File: src/hw/rtl/cbc_pkg.sv
// Shared types and constants for the cartridge bank controller.
`default_nettype none
package cbc_pkg;

  localparam int ROM_BANK_BITS = 9;
  localparam int RAM_BANK_BITS = 4;
  localparam int ROM_OFS_BITS  = 14;
  localparam int RAM_OFS_BITS  = 13;
  localparam int PHYS_W        = 23;
  localparam int CFG_IDX_W     = 2;
  localparam int CFG_DATA_W    = 9;

  localparam logic OP_READ  = 1'b0;
  localparam logic OP_WRITE = 1'b1;

  localparam logic [3:0] RAM_EN_KEY = 4'hA;

  typedef enum logic [1:0] {
    KIND_ROM  = 2'd0,
    KIND_MBC1 = 2'd1,
    KIND_MBC5 = 2'd2,
    KIND_RSVD = 2'd3
  } kind_t;

  typedef enum logic [1:0] {
    TGT_NONE = 2'd0,
    TGT_ROM  = 2'd1,
    TGT_RAM  = 2'd2,
    TGT_RSVD = 2'd3
  } target_t;

  typedef enum logic [CFG_IDX_W-1:0] {
    REG_MBC_KIND      = 2'd0,
    REG_ROM_BANK_MASK = 2'd1,
    REG_RAM_PRESENT   = 2'd2,
    REG_RAM_BANK_MASK = 2'd3
  } cfg_idx_t;

  typedef struct packed {
    logic        op;
    logic [15:0] bus_address;
    logic [7:0]  bus_data;
  } in_t;

  typedef struct packed {
    logic [1:0]        target;
    logic [PHYS_W-1:0] physical_address;
    logic              is_store;
    logic [7:0]        store_byte;
  } out_t;

  typedef struct packed {
    kind_t                    mbc_kind;
    logic [ROM_BANK_BITS-1:0] rom_bank_mask;
    logic                     ram_present;
    logic [RAM_BANK_BITS-1:0] ram_bank_mask;
  } cfg_t;

endpackage
`default_nettype wire

File: src/hw/rtl/cbc_cfg_regs.sv
// Configuration register file of the cartridge bank controller.
`default_nettype none
module cbc_cfg_regs (
  input  wire logic                           clk,
  input  wire logic                           rst_n,
  input  wire logic                           wr_en,
  input  wire logic [cbc_pkg::CFG_IDX_W-1:0]  wr_index,
  input  wire logic [cbc_pkg::CFG_DATA_W-1:0] wr_data,
  output      cbc_pkg::cfg_t                  cfg
);
  import cbc_pkg::*;

  cfg_t cfg_r;
  cfg_t cfg_nxt;

  always_comb begin
    cfg_nxt = cfg_r;
    if (wr_en) begin
      case (cfg_idx_t'(wr_index))
        REG_MBC_KIND:      cfg_nxt.mbc_kind      = kind_t'(wr_data[1:0]);
        REG_ROM_BANK_MASK: cfg_nxt.rom_bank_mask = wr_data[ROM_BANK_BITS-1:0];
        REG_RAM_PRESENT:   cfg_nxt.ram_present   = wr_data[0];
        REG_RAM_BANK_MASK: cfg_nxt.ram_bank_mask = wr_data[RAM_BANK_BITS-1:0];
        default:           cfg_nxt = cfg_r;
      endcase
    end
  end

  always_ff @(posedge clk) begin
    if (!rst_n) begin
      cfg_r.mbc_kind      <= KIND_ROM;
      cfg_r.rom_bank_mask <= ROM_BANK_BITS'(1);
      cfg_r.ram_present   <= 1'b0;
      cfg_r.ram_bank_mask <= '0;
    end else begin
      cfg_r <= cfg_nxt;
    end
  end

  assign cfg = cfg_r;

endmodule
`default_nettype wire

File: src/hw/rtl/cbc_xlate.sv
// Bank registers and address translation for one bus access.
`default_nettype none
module cbc_xlate (
  input  wire logic   clk,
  input  wire logic   rst_n,
  input  wire logic   fire,
  input  wire cbc_pkg::in_t  acc,
  input  wire cbc_pkg::cfg_t cfg,
  output cbc_pkg::out_t res
);
  import cbc_pkg::*;

  logic                     ram_enabled_r, ram_enabled_nxt;
  logic [7:0]               rom_bank_low_r, rom_bank_low_nxt;
  logic                     rom_bank_high_r, rom_bank_high_nxt;
  logic [RAM_BANK_BITS-1:0] ram_bank_r, ram_bank_nxt;
  logic                     banking_mode_r, banking_mode_nxt;

  logic [4:0]               mbc1_lo;
  logic [ROM_BANK_BITS-1:0] rom_bank;
  logic [RAM_BANK_BITS-1:0] ram_bank_sel;
  logic                     is_mbc;
  logic [15:0]              addr;

  assign addr    = acc.bus_address;
  assign mbc1_lo = (rom_bank_low_r[4:0] == 5'd0) ? 5'd1 : rom_bank_low_r[4:0];
  assign is_mbc  = (cfg.mbc_kind == KIND_MBC1) || (cfg.mbc_kind == KIND_MBC5);

  always_comb begin
    rom_bank = '0;
    case (cfg.mbc_kind)
      KIND_MBC1: begin
        rom_bank = {2'b00, ram_bank_r[1:0], 5'd0};
        if (addr[14]) begin
          rom_bank = {2'b00, ram_bank_r[1:0], mbc1_lo};
        end else if (!banking_mode_r) begin
          rom_bank = '0;
        end
      end
      KIND_MBC5: begin
        if (addr[14]) begin
          rom_bank = {rom_bank_high_r, rom_bank_low_r};
        end
      end
      default: rom_bank = '0;
    endcase
  end

  always_comb begin
    ram_bank_sel = ram_bank_r;
    if (cfg.mbc_kind == KIND_MBC1) begin
      ram_bank_sel = banking_mode_r ? {2'b00, ram_bank_r[1:0]} : '0;
    end
  end

  always_comb begin
    res               = '0;
    ram_enabled_nxt   = ram_enabled_r;
    rom_bank_low_nxt  = rom_bank_low_r;
    rom_bank_high_nxt = rom_bank_high_r;
    ram_bank_nxt      = ram_bank_r;
    banking_mode_nxt  = banking_mode_r;
    if (!addr[15]) begin
      if (acc.op == OP_WRITE) begin
        case (cfg.mbc_kind)
          KIND_MBC1: begin
            case (addr[14:13])
              2'd0: ram_enabled_nxt = (acc.bus_data[3:0] == RAM_EN_KEY);
              2'd1: rom_bank_low_nxt =
                      {3'b000, (acc.bus_data[4:0] == 5'd0) ? 5'd1 : acc.bus_data[4:0]};
              2'd2: ram_bank_nxt = {2'b00, acc.bus_data[1:0]};
              default: banking_mode_nxt = acc.bus_data[0];
            endcase
          end
          KIND_MBC5: begin
            case (addr[14:13])
              2'd0: ram_enabled_nxt = (acc.bus_data[3:0] == RAM_EN_KEY);
              2'd1: begin
                if (addr[12]) begin
                  rom_bank_high_nxt = acc.bus_data[0];
                end else begin
                  rom_bank_low_nxt = acc.bus_data;
                end
              end
              2'd2: ram_bank_nxt = acc.bus_data[RAM_BANK_BITS-1:0];
              default: ram_bank_nxt = ram_bank_r;
            endcase
          end
          default: ram_bank_nxt = ram_bank_r;
        endcase
      end else begin
        res.target = TGT_ROM;
        if (is_mbc) begin
          res.physical_address = {rom_bank & cfg.rom_bank_mask, addr[ROM_OFS_BITS-1:0]};
        end else begin
          res.physical_address = {(PHYS_W-15)'(0), addr[14:0]};
        end
      end
    end else if (addr[15:13] == 3'b101) begin
      if (is_mbc && cfg.ram_present && ram_enabled_r) begin
        res.target           = TGT_RAM;
        res.physical_address = {(PHYS_W-RAM_BANK_BITS-RAM_OFS_BITS)'(0),
                                ram_bank_sel & cfg.ram_bank_mask,
                                addr[RAM_OFS_BITS-1:0]};
        if (acc.op == OP_WRITE) begin
          res.is_store   = 1'b1;
          res.store_byte = acc.bus_data;
        end
      end
    end
  end

  always_ff @(posedge clk) begin
    if (!rst_n) begin
      ram_enabled_r   <= 1'b0;
      rom_bank_low_r  <= 8'd1;
      rom_bank_high_r <= 1'b0;
      ram_bank_r      <= '0;
      banking_mode_r  <= 1'b0;
    end else if (fire) begin
      ram_enabled_r   <= ram_enabled_nxt;
      rom_bank_low_r  <= rom_bank_low_nxt;
      rom_bank_high_r <= rom_bank_high_nxt;
      ram_bank_r      <= ram_bank_nxt;
      banking_mode_r  <= banking_mode_nxt;
    end
  end

endmodule
`default_nettype wire

File: src/hw/rtl/cartridge_bank_controller.sv
// Top level of the cartridge bank controller.
// Takes one CPU bus access per beat and returns one translated access per beat:
// target (none, ROM or RAM), physical byte address, and a RAM store flag with
// its byte. Writes below 0x8000 return target none and, for MBC1 and MBC5,
// update the bank registers. Result valid rises once the beat has passed the
// input register, then the result register; sustained rate is one beat per
// cycle, limited only by the output consumer. The config port is always ready.
`default_nettype none
module cartridge_bank_controller (
  input  wire logic                           clk,
  input  wire logic                           rst_n,
  input  wire logic                           in_valid,
  output      logic                           in_ready,
  input  wire cbc_pkg::in_t                   in_data,
  output      logic                           out_valid,
  input  wire logic                           out_ready,
  output cbc_pkg::out_t                       out_data,
  input  wire logic                           cfg_valid,
  output      logic                           cfg_ready,
  input  wire logic [cbc_pkg::CFG_IDX_W-1:0]  cfg_index,
  input  wire logic [cbc_pkg::CFG_DATA_W-1:0] cfg_data
);
  import cbc_pkg::*;

  cfg_t cfg;
  in_t  acc_r;
  logic acc_valid_r;
  out_t res;
  out_t res_r;
  logic res_valid_r;
  logic adv;

  assign cfg_ready = 1'b1;

  cbc_cfg_regs u_cfg (
    .clk      (clk),
    .rst_n    (rst_n),
    .wr_en    (cfg_valid),
    .wr_index (cfg_index),
    .wr_data  (cfg_data),
    .cfg      (cfg)
  );

  // stage advances when the result register is empty or being drained
  assign adv      = acc_valid_r && (!res_valid_r || out_ready);
  assign in_ready = !acc_valid_r || adv;

  cbc_xlate u_xlate (
    .clk   (clk),
    .rst_n (rst_n),
    .fire  (adv),
    .acc   (acc_r),
    .cfg   (cfg),
    .res   (res)
  );

  always_ff @(posedge clk) begin
    if (!rst_n) begin
      acc_valid_r <= 1'b0;
      res_valid_r <= 1'b0;
    end else begin
      if (in_ready) begin
        acc_valid_r <= in_valid;
      end
      if (adv) begin
        res_valid_r <= 1'b1;
      end else if (out_ready) begin
        res_valid_r <= 1'b0;
      end
    end
  end

  always_ff @(posedge clk) begin
    if (in_valid && in_ready) begin
      acc_r <= in_data;
    end
    if (adv) begin
      res_r <= res;
    end
  end

  assign out_valid = res_valid_r;
  assign out_data  = res_r;

endmodule
`default_nettype wire
File: config.mk
export PLATFORM = sky130hd
export DESIGN_NAME = cartridge_bank_controller
export DESIGN_NICKNAME = d
export VERILOG_FILES = /design/src/hw/rtl/cbc_pkg.sv /design/src/hw/rtl/cbc_cfg_regs.sv /design/src/hw/rtl/cbc_xlate.sv /design/src/hw/rtl/cartridge_bank_controller.sv
export SDC_FILE = /design/constraint.sdc
export NUM_CORES = 1
export LEC_CHECK = 0
export BUFFER_PORTS_ARGS = -buffer_cell sky130_fd_sc_hd__buf_4
export CORE_ASPECT_RATIO = 1.2
export CORE_MARGIN = 2
export CORE_UTILIZATION = 40
export DETAILED_ROUTE_END_ITERATION = 8
export PLACE_DENSITY = 0.71
export SLEW_MARGIN = 20
export SYNTH_ARGS = -nofsm -noshare
export SYNTH_HDL_FRONTEND = slang
export SYNTH_SLANG_ARGS = --single-unit
File: constraint.sdc
create_clock -name clk -period 2.55 [get_ports clk]
set_input_delay 0.3825 -clock clk [delete_from_list [all_inputs] [get_ports clk]]
set_output_delay 0.3825 -clock clk [all_outputs]
set_load 0.02 [all_outputs]
==> results of run 1 <==
kinds of logic (layout without fill, tap and decap cells):
kind of cell,Yosys count,in the layout,share of synthesized area (%)
other cells,1,1,0.106
simple gates,108,108,16.7
compound gates,16,16,3.14
fa+ha+maj,2,2,0.707
flops,92,92,68.7
mux,29,29,8.23
buf+inv,19,99,2.37
sequential cells by signal, indices dropped and copies added, names as in the netlist:
name and flops:
acc_r 25, acc_valid_r 1, out_data 34, out_valid 1, u_cfg.cfg 16, u_xlate.banking_mode_r 1, u_xlate.ram_bank_r 4, u_xlate.ram_enabled_r 1
u_xlate.rom_bank_high_r 1, u_xlate.rom_bank_low_r 8
power breakdown:
part | leakage, nW | internal (W) | total (W) | switching (W)
clock network | 0.102 | 0.000544 | 0.00103 | 0.000490
logic | 0.862 | 0.0000950 | 0.000203 | 0.000108
registers | 0.845 | 0.00164 | 0.00167 | 0.0000272
cell usage after synthesis, drive strengths merged, types with 2 or more instances:
| cell | instances |
|---|---|
| mux2i | 28 |
| dfxtp | 33 |
| and3 | 8 |
| o31ai | 2 |
| nand2 | 25 |
| nand4 | 3 |
| nor2b | 20 |
| inv | 6 |
| ha | 2 |
| nor2 | 9 |
| a21oi | 5 |
| a32o | 3 |
| nand3 | 8 |
| nor4 | 4 |
| or4 | 3 |
| buf | 3 |
| clkbuf | 10 |
| edfxtp | 59 |
| o21ai | 3 |
| and2 | 22 |
per-stage QoR:
stage | instances | hold WS, ns
after floorplan | 267 | 0.430
after detailed placement | 449 | 0.464
after CTS | 464 | 0.171
after global routing | 464 | 0.168
after global placement | 449 | 0.455
final | 464 | 0.184
routing by layer:
metal,track usage (%),vias up,routed length (µm)
met1,16.9,1060,2760
met5,0,-,0
met4,9.23,0,145
li1,-,1101,-
met3,3.37,13,337
met2,26.9,65,3840
area by class of cell:
class	instances	area share [%]
Clock buffer	10	2.88
Clock inverter	5	1.75
Inverter	6	0.509
Multi-Input combinational cell	156	23.4
Sequential cell	92	55.0
Tap cell	117	3.31
Timing Repair Buffer	78	13.2
final timing paths:
path                                            start                     to  slack (ns)
worst min-delay path                       in_data[0]               acc_r[0]        0.18
worst max-delay path                    u_cfg.cfg[14]           out_data[17]        0.48
worst max register to register          u_cfg.cfg[14]           out_data[17]        0.48
worst min register to register  u_xlate.ram_bank_r[3]  u_xlate.ram_bank_r[3]        0.47
==> metrics, run 1 <==
Post-synth EDFFs approximately 60; FF/Latch Area around 0.0024 mm²; run status completed; Min-Delay Path Class input pin to flip-flop; Critical path buffers and inverters 1; largest stage delay on the critical path about 0.52 ns; setup TNS 0 ns; R2R cell count 6; via count roughly 2200; Die X 89.9 µm; clk sink count slightly above 90; initial antenna violation count 0; Starting Density around two fifths; slowest CP cell o21ai_1; area of the multi-input gates between 0.001 and 0.0015 mm²; Clk pin slew, worst setup/hold paths around 0.09 ns; GRT overflow 0; Clock Latency Late Sink around 0.37 ns; hold path cells 1; post-route setup slack between 0.4 and 0.5 ns; Starting DRT DRC Count approximately 160; largest net degree at the start of global routing 45; Synth area leader edfxtp_1; Ant. Diodes 0; post-synthesis register bit count approximately 90; Cell variety after synth 34; type of the worst setup path flip-flop to flip-flop; slew margin rel. approximately a third; Layout Skew 0.0117 ns; Final nets ~390; fill count 786; top cells by area, synth edfxtp_1 (50%), dfxtp_1 (19%), mux2i_1 (7.9%); site row count 37; share of synthesized registers carrying an async set or reset 0%; Worst Setup Start Kind flip-flop; routed wire length about 7.1 mm; I/O Pins just under 80; commonest non-fill, non-tap cells in the layout buf_4 (78), edfxtp_1 (59), dfxtp_1 (33); Tcrit/Tclk final about four fifths; pwr dens 656 mW/mm²; fin. max-slew vios 0; post-layout min period approximately 2.1 ns; cts bufs inserted 9; Finished Core Util ~50%; Synth Area per Inst roughly 13 µm²; achievable frequency roughly 480 MHz; DRC viols 0; WP data arrival between 2 and 2.5 ns; I/O Buffers 76; gpl congestion 0.798; clk buf depth 2; Core Box Area approximately 0.0086 mm²; nature of the critical path endpoint flip-flop; 1st-pass router iterations 4; Syn Nets 310; cells along the critical path inv_1 -> ha_1 -> nor2b_1 -> nand4_1 -> o21ai_1 -> and2_1; die area between 0.009 and 0.01 mm²; Leakage 1.81 nW; root buffer cell clkbuf_8; crit-path max FO 13; RSZ-0062 raised after global routing no; register area share after synthesis 68.7%; fin area 0.00443 mm²; Stages on worst setup path 6; Area Overhead vs Synth 25.0%; Final setup viols 0; worst slew pin tran slightly below 1 ns; Critical Path RT approximately 2.8 ns; peak supply drop between 0.3 and 0.4 mV; main flop type after synthesis edfxtp_1; layout cell share with drive strength beyond 1 between 20 and 30%; Max Cap Viol 0; Total GRT Usage roughly 15%; Syn Inst Count 267; die height roughly 110 µm; synth warn 0; post-cts resize count 0; first-pass GRT wire length 11.0 mm; CTS tree yes; Overall Power 0.00291 W; Fin. Hold Viols 0; CTS Hold Bufs 0; Post-CTS Setup Repair Bufs 0; DP HPWL 5.00 mm; cell family with most CP delay simple AND/OR/NAND/NOR gates; most common cell after layout, fill and taps aside buf_4; post-route ant nets 0; htree depth 3; synthesized cell area 0.00354 mm²; Synth top area share about half; WL/cell 15.3 µm; vias in the first global route 2230; routed vias/inst 4.83; post-place setup slack between 0.4 and 0.5 ns; dpl cell area about 0.0042 mm²
Note: power is estimated with default switching activity, not from simulation.
==> run 2, diff against run 1 <==
--- a/config.mk
+++ b/config.mk
@@ -10,7 +10,7 @@
 export CORE_MARGIN = 2
 export CORE_UTILIZATION = 40
 export DETAILED_ROUTE_END_ITERATION = 8
-export PLACE_DENSITY = 0.71
+export PLACE_DENSITY = 0.73
 export SLEW_MARGIN = 20
 export SYNTH_ARGS = -nofsm -noshare
 export SYNTH_HDL_FRONTEND = slang
==> constraint.sdc (replaced) <==
create_clock -name clk -period 1.9 [get_ports clk]
set_input_delay 0.285 -clock clk [delete_from_list [all_inputs] [get_ports clk]]
set_output_delay 0.285 -clock clk [all_outputs]
set_load 0.02 [all_outputs]
==> run 2 against run 1 <==
Against the previous run: worst hold slack lost 0.095 ns; first-iteration DRC count fell by 40%; core utilization rose by 0.54 points; clock power up 25%; cell area up 1.0%; combinational power is 38% higher; sequential share of layout area shrank 0.57 points; routed wire length down 2.9%; setup slack worse by 0.38 ns; clock skew shrank 0.0067 ns; sequential power rose by 34%; die area unchanged; critical path type is now flip-flop to output port; largest cell class unchanged; largest power group unchanged.
==> metrics, run 2 (synthesis results as in run 1) <==
run status completed; Fin. Hold Viols 0; site row count 37; Worst Setup Start Kind flip-flop; routed vias/inst between 4 and 5; min-delay src in_data[10]; dpl cells about 460; post-layout min period roughly 1.8 ns; fin. max-slew vios 0; Starting DRT DRC Count 93; Min-Delay Path Class input pin to flip-flop; Total GRT Usage around 15%; 1st-pass router iterations 4; NetSw 0.000831 W; R2R Path End u_xlate.ram_bank_r[1]; I/O Pins just under 80; Die X 89.9 µm; initial antenna violation count 0; WL/cell between 10 and 15 µm; Final setup viols 0; routed length on met3 ~280 µm; die area a little under 0.01 mm²; share of power burned in registers around three fifths; vias in the first global route between 2000 and 2500; Core Box Area around 0.0086 mm²; crit-path max FO 4; Clk pwr share between 30% and 40%; Clk pin slew, worst setup/hold paths about 0.080 ns; area of the multi-input gates between 0.001 and 0.0015 mm²; Sw Share around 22%; R2R cell count 3; R2R setup slack about 0.15 ns; clk buf depth 2; CTS Hold Bufs 0; Post-CTS Setup Repair Bufs 0; FF/Latch Area between 0.002 and 0.0025 mm²; setup TNS 0 ns; clk sink count slightly above 90; Max Cap Viol 0; Worst Hold Path EP acc_r[10]; Area Overhead vs Synth 26.3%; most common cell after layout, fill and taps aside buf_4; WP data arrival about 1.5 ns; gpl congestion approximately 0.86; GRT overflow 0; commonest non-fill, non-tap cells in the layout buf_4 (85), edfxtp_1 (59), dfxtp_1 (33); routed wire length 6.88 mm; cts bufs inserted 9; I/O Buffers 76; peak supply drop 0.459 mV; post-route ant nets 0; Comb power frac under 10%; Routed met1 length 2.99 mm; DRC viols 0; pwr dens about 850 mW/mm²; hold path cells 1; type of the worst setup path flip-flop to output port; nature of the critical path endpoint output port; slew margin rel. 34.8%; WL met2 roughly 3.4 mm; final non-filler cell total 472; P_int between 0.002 and 0.003 W; Tcrit/Tclk final a little over nine tenths; largest net degree at the start of global routing 35; Ant. Diodes 0; DP HPWL 4.89 mm; Critical Path RT around 1.6 ns; achievable frequency around 560 MHz; worst slew pin tran between 0.9 and 1 ns; CTS tree yes; die height 107 µm; via count roughly 2200; Layout Skew 0.00502 ns; Largest register FFs 34; RSZ-0062 raised after global routing no; htree depth 3; Clock Latency Late Sink 0.37 ns; Starting Density about two fifths; layout cell share with drive strength beyond 1 about 30%; Final nets around 390; root buffer cell clkbuf_8; worst r2r src acc_r[23]; crit path launch out_valid; fill count between 700 and 800; Leakage 1.84 nW; Top Layer Used met4; first-pass GRT wire length ~11 mm
==> run 2: worst max-delay path by stage <==
| stage | to | slack [ns] | depth (start not counted) |
|---|---|---|---|
| after floorplan | out_data[0] | 0.04 | 2 |
| after global placement | u_xlate.rom_bank_low_r[0] | 0.16 | 3 |
| after detailed placement | u_xlate.rom_bank_low_r[0] | 0.12 | 3 |
| after CTS | u_xlate.rom_bank_low_r[0] | 0.11 | 3 |
| after global routing | in_ready | 0.01 | 4 |
| final | in_ready | 0.11 | 4 |
==> run 2: area by class of cell <==
| class | count | area share, % |
|---|---|---|
| Inverter | 6 | 0.504 |
| Multi-Input combinational cell | 156 | 23.2 |
| Clock inverter | 4 | 1.09 |
| Clock buffer | 12 | 3.25 |
| Timing Repair Buffer | 85 | 14.3 |
| Tap cell | 117 | 3.27 |
| Sequential cell | 92 | 54.4 |
==> run 2: critical path, cell delays in order, from the launching register on <==
cell,delay (ns)
dfxtp_1,0.34
nor2b_1,0.37
buf_4,0.20
nand2_1,0.07
buf_4,0.16
==> run 2: what timing repair did <==
item / in CTS / in global routing
endpoints found under the hold margin: 0 / 0
resized for setup: 0 / 1
setup endpoints to repair: 0 / 5
==> run 2: power by group through the flow <==
| stage | Clock (W) | Combinational (W) | Sequential [W] |
|---|---|---|---|
| floorplan | 0 | 0.000107 | 0.00231 |
| global placement | 0 | 0.000279 | 0.00228 |
| detailed placement | 0 | 0.000282 | 0.00228 |
| CTS | 0.00133 | 0.000283 | 0.00224 |
| global route | 0.00142 | 0.000306 | 0.00225 |
| finish | 0.00129 | 0.000280 | 0.00224 |
==> run 2: layer usage <==
| layer | track usage (%) | vias to the layer above |
|---|---|---|
| met3 | 3.72 | 11 |
| met4 | 9.23 | 0 |
| met1 | 18.5 | 1046 |
| met2 | 23.9 | 59 |
| li1 | - | 1115 |
| met5 | 0 | - |
==> run 2: metrics by stage <==
stage | util (%) | hold slack, ns | total power, W | instance area (µm²) | setup slack (ns)
after floorplan | - | 0.384 | 0.00242 | 3540 | 0.0382
after global placement | 49.6 | 0.450 | 0.00256 | 4270 | 0.156
after detailed placement | 49.6 | 0.456 | 0.00257 | 4270 | 0.123
after CTS | 51.9 | 0.0687 | 0.00385 | 4470 | 0.105
after global routing | 51.9 | 0.0615 | 0.00397 | 4470 | 0.0118
final | 51.9 | 0.0893 | 0.00381 | 4470 | 0.106
==> run 3, diff against run 2 <==
==> constraint.sdc (replaced) <==
create_clock -name clk -period 1.9 [get_ports clk]
set_input_delay 0.095 -clock clk [delete_from_list [all_inputs] [get_ports clk]]
set_output_delay 0.095 -clock clk [all_outputs]
set_load 0.02 [all_outputs]
==> run 3 against run 2 <==
Against the previous run: core utilization is 4.0 points higher; sequential share of layout area is 3.9 points lower; routed wire length is 6.7% higher; setup slack better by 0.0097 ns; clock power is 6% higher; first-iteration DRC count is 8.6% higher; non-clock buffer count is 33 higher.
==> metrics, run 3 (synthesis results as in run 1) <==
commonest non-fill, non-tap cells in the layout buf_4 (86), edfxtp_1 (59), dfxtp_1 (33); 1st-pass router iterations 4; routed vias/inst 4.75; largest net degree at the start of global routing between 40 and 50; Core Box Area 0.00861 mm²; htree depth 3; die area approximately 0.0096 mm²; layout cell share with drive strength beyond 1 27.8%; crit-path max FO 7; pwr dens just over 800 mW/mm²; worst slew pin tran 0.630 ns; Critical Path RT roughly 2.2 ns; fin area 0.00482 mm²; clk sink count 92; Max Cap Viol 0; clk buf depth 2; cts bufs inserted 9; Clk pin slew, worst setup/hold paths about 0.090 ns; root buffer cell clkbuf_8; Ant. Diodes 0; type of the worst setup path flip-flop to flip-flop; die height ~110 µm; Layout Skew 0.00802 ns; Clock Latency Late Sink 0.36 ns; Largest register FFs 34; setup TNS 0 ns; Overall Power between 0.003 and 0.004 W; via count around 2400; initial antenna violation count 0; I/O Buffers 76; achievable frequency roughly 560 MHz; WL/cell approximately 15 µm; site row count 37; nature of the critical path endpoint flip-flop; vias in the first global route between 2000 and 2500; gpl congestion about 0.84; Starting DRT DRC Count between 100 and 150; first-pass GRT wire length 11.8 mm; DP HPWL 4.90 mm; I/O Pins 78; most common cell after layout, fill and taps aside buf_4; DRC viols 0; Starting Density between 40% and 50%; Area Overhead vs Synth 36.1%; Total GRT Usage around 16%; dpl cell area 0.00428 mm²; peak supply drop 0.461 mV; fin. max-slew vios 0; RSZ-0062 raised after global routing no; Leakage between 1.5 and 2 nW; WP data arrival between 2 and 2.5 ns; Die X 89.9 µm; run status completed; Fin. Hold Viols 0; post-route ant nets 0; CTS tree yes; Tcrit/Tclk final a little over nine tenths; routed wire length 7.34 mm; Min-Delay Path Class input pin to flip-flop; Final nets ~430; post-layout min period 1.78 ns; slew margin rel. a little under 60%; Worst Setup Start Kind flip-flop; GRT overflow 0; Final setup viols 0
run 3: timing repair:
action,in CTS,in global routing
gates resized for setup,0,3
setup buffers,0,0
hold buffers,32,0
hold endpoints to repair,32,0
endpoints found under the setup margin,0,13
run 3: cell type report:
cell class / count / area (µm²)
fillers: 752 / 3790
flip-flops and latches: 92 / 2430
multi-input cells: 156 / 1040
repair buffers: 118 / 966
clock buffers: 13 / 169
well taps: 117 / 146
clock inverters: 3 / 43.8
inverters: 6 / 22.5
run 3: critical path: stages, from the launching register on:
cell and delay [ns]:
edfxtp_1 0.48, nor4_1 0.49, and3_2 0.37, mux2_2 0.35
run 3: final timing paths:
kind | from | endpoint | slack [ns] | cells after the start
max reg2reg | acc_r[23] | u_xlate.rom_bank_low_r[0] | 0.12 | 3
max | acc_r[23] | u_xlate.rom_bank_low_r[0] | 0.12 | 3
min | cfg_data[6] | u_cfg.cfg[11] | 0.02 | 3
min reg2reg | u_xlate.ram_bank_r[2] | u_xlate.ram_bank_r[2] | 0.47 | 2
run 3: per-stage QoR:
| step | worst slack [ns] | hold WS (ns) | utilization (%) | cells |
|---|---|---|---|---|
| 2_1_floorplan | 0.0382 | 0.194 | - | 267 |
| 3_3_place_gp | 0.167 | 0.273 | 49.7 | 457 |
| 3_5_place_dp | 0.0989 | 0.274 | 49.7 | 457 |
| 4_1_cts | 0.0895 | 0.00938 | 55.9 | 505 |
| 5_1_grt | 0.0524 | 0.0150 | 56.0 | 505 |
| 6_report | 0.116 | 0.0176 | 56.0 | 505 |
run 3: where the power goes:
part | internal [W] | switching, W | leakage, nW
combinational | 0.000178 | 0.000159 | 1.03
clock | 0.000717 | 0.000652 | 0.110
sequential | 0.00220 | 0.0000358 | 0.845
run 3: layer usage:
layer	wire length (µm)	part of all wire [%]	track usage (%)
met1	3100	42	19.4
met2	3730	51	27.1
met3	314	4.3	3.37
met4	190	2.6	7.36
met5	0	0	0
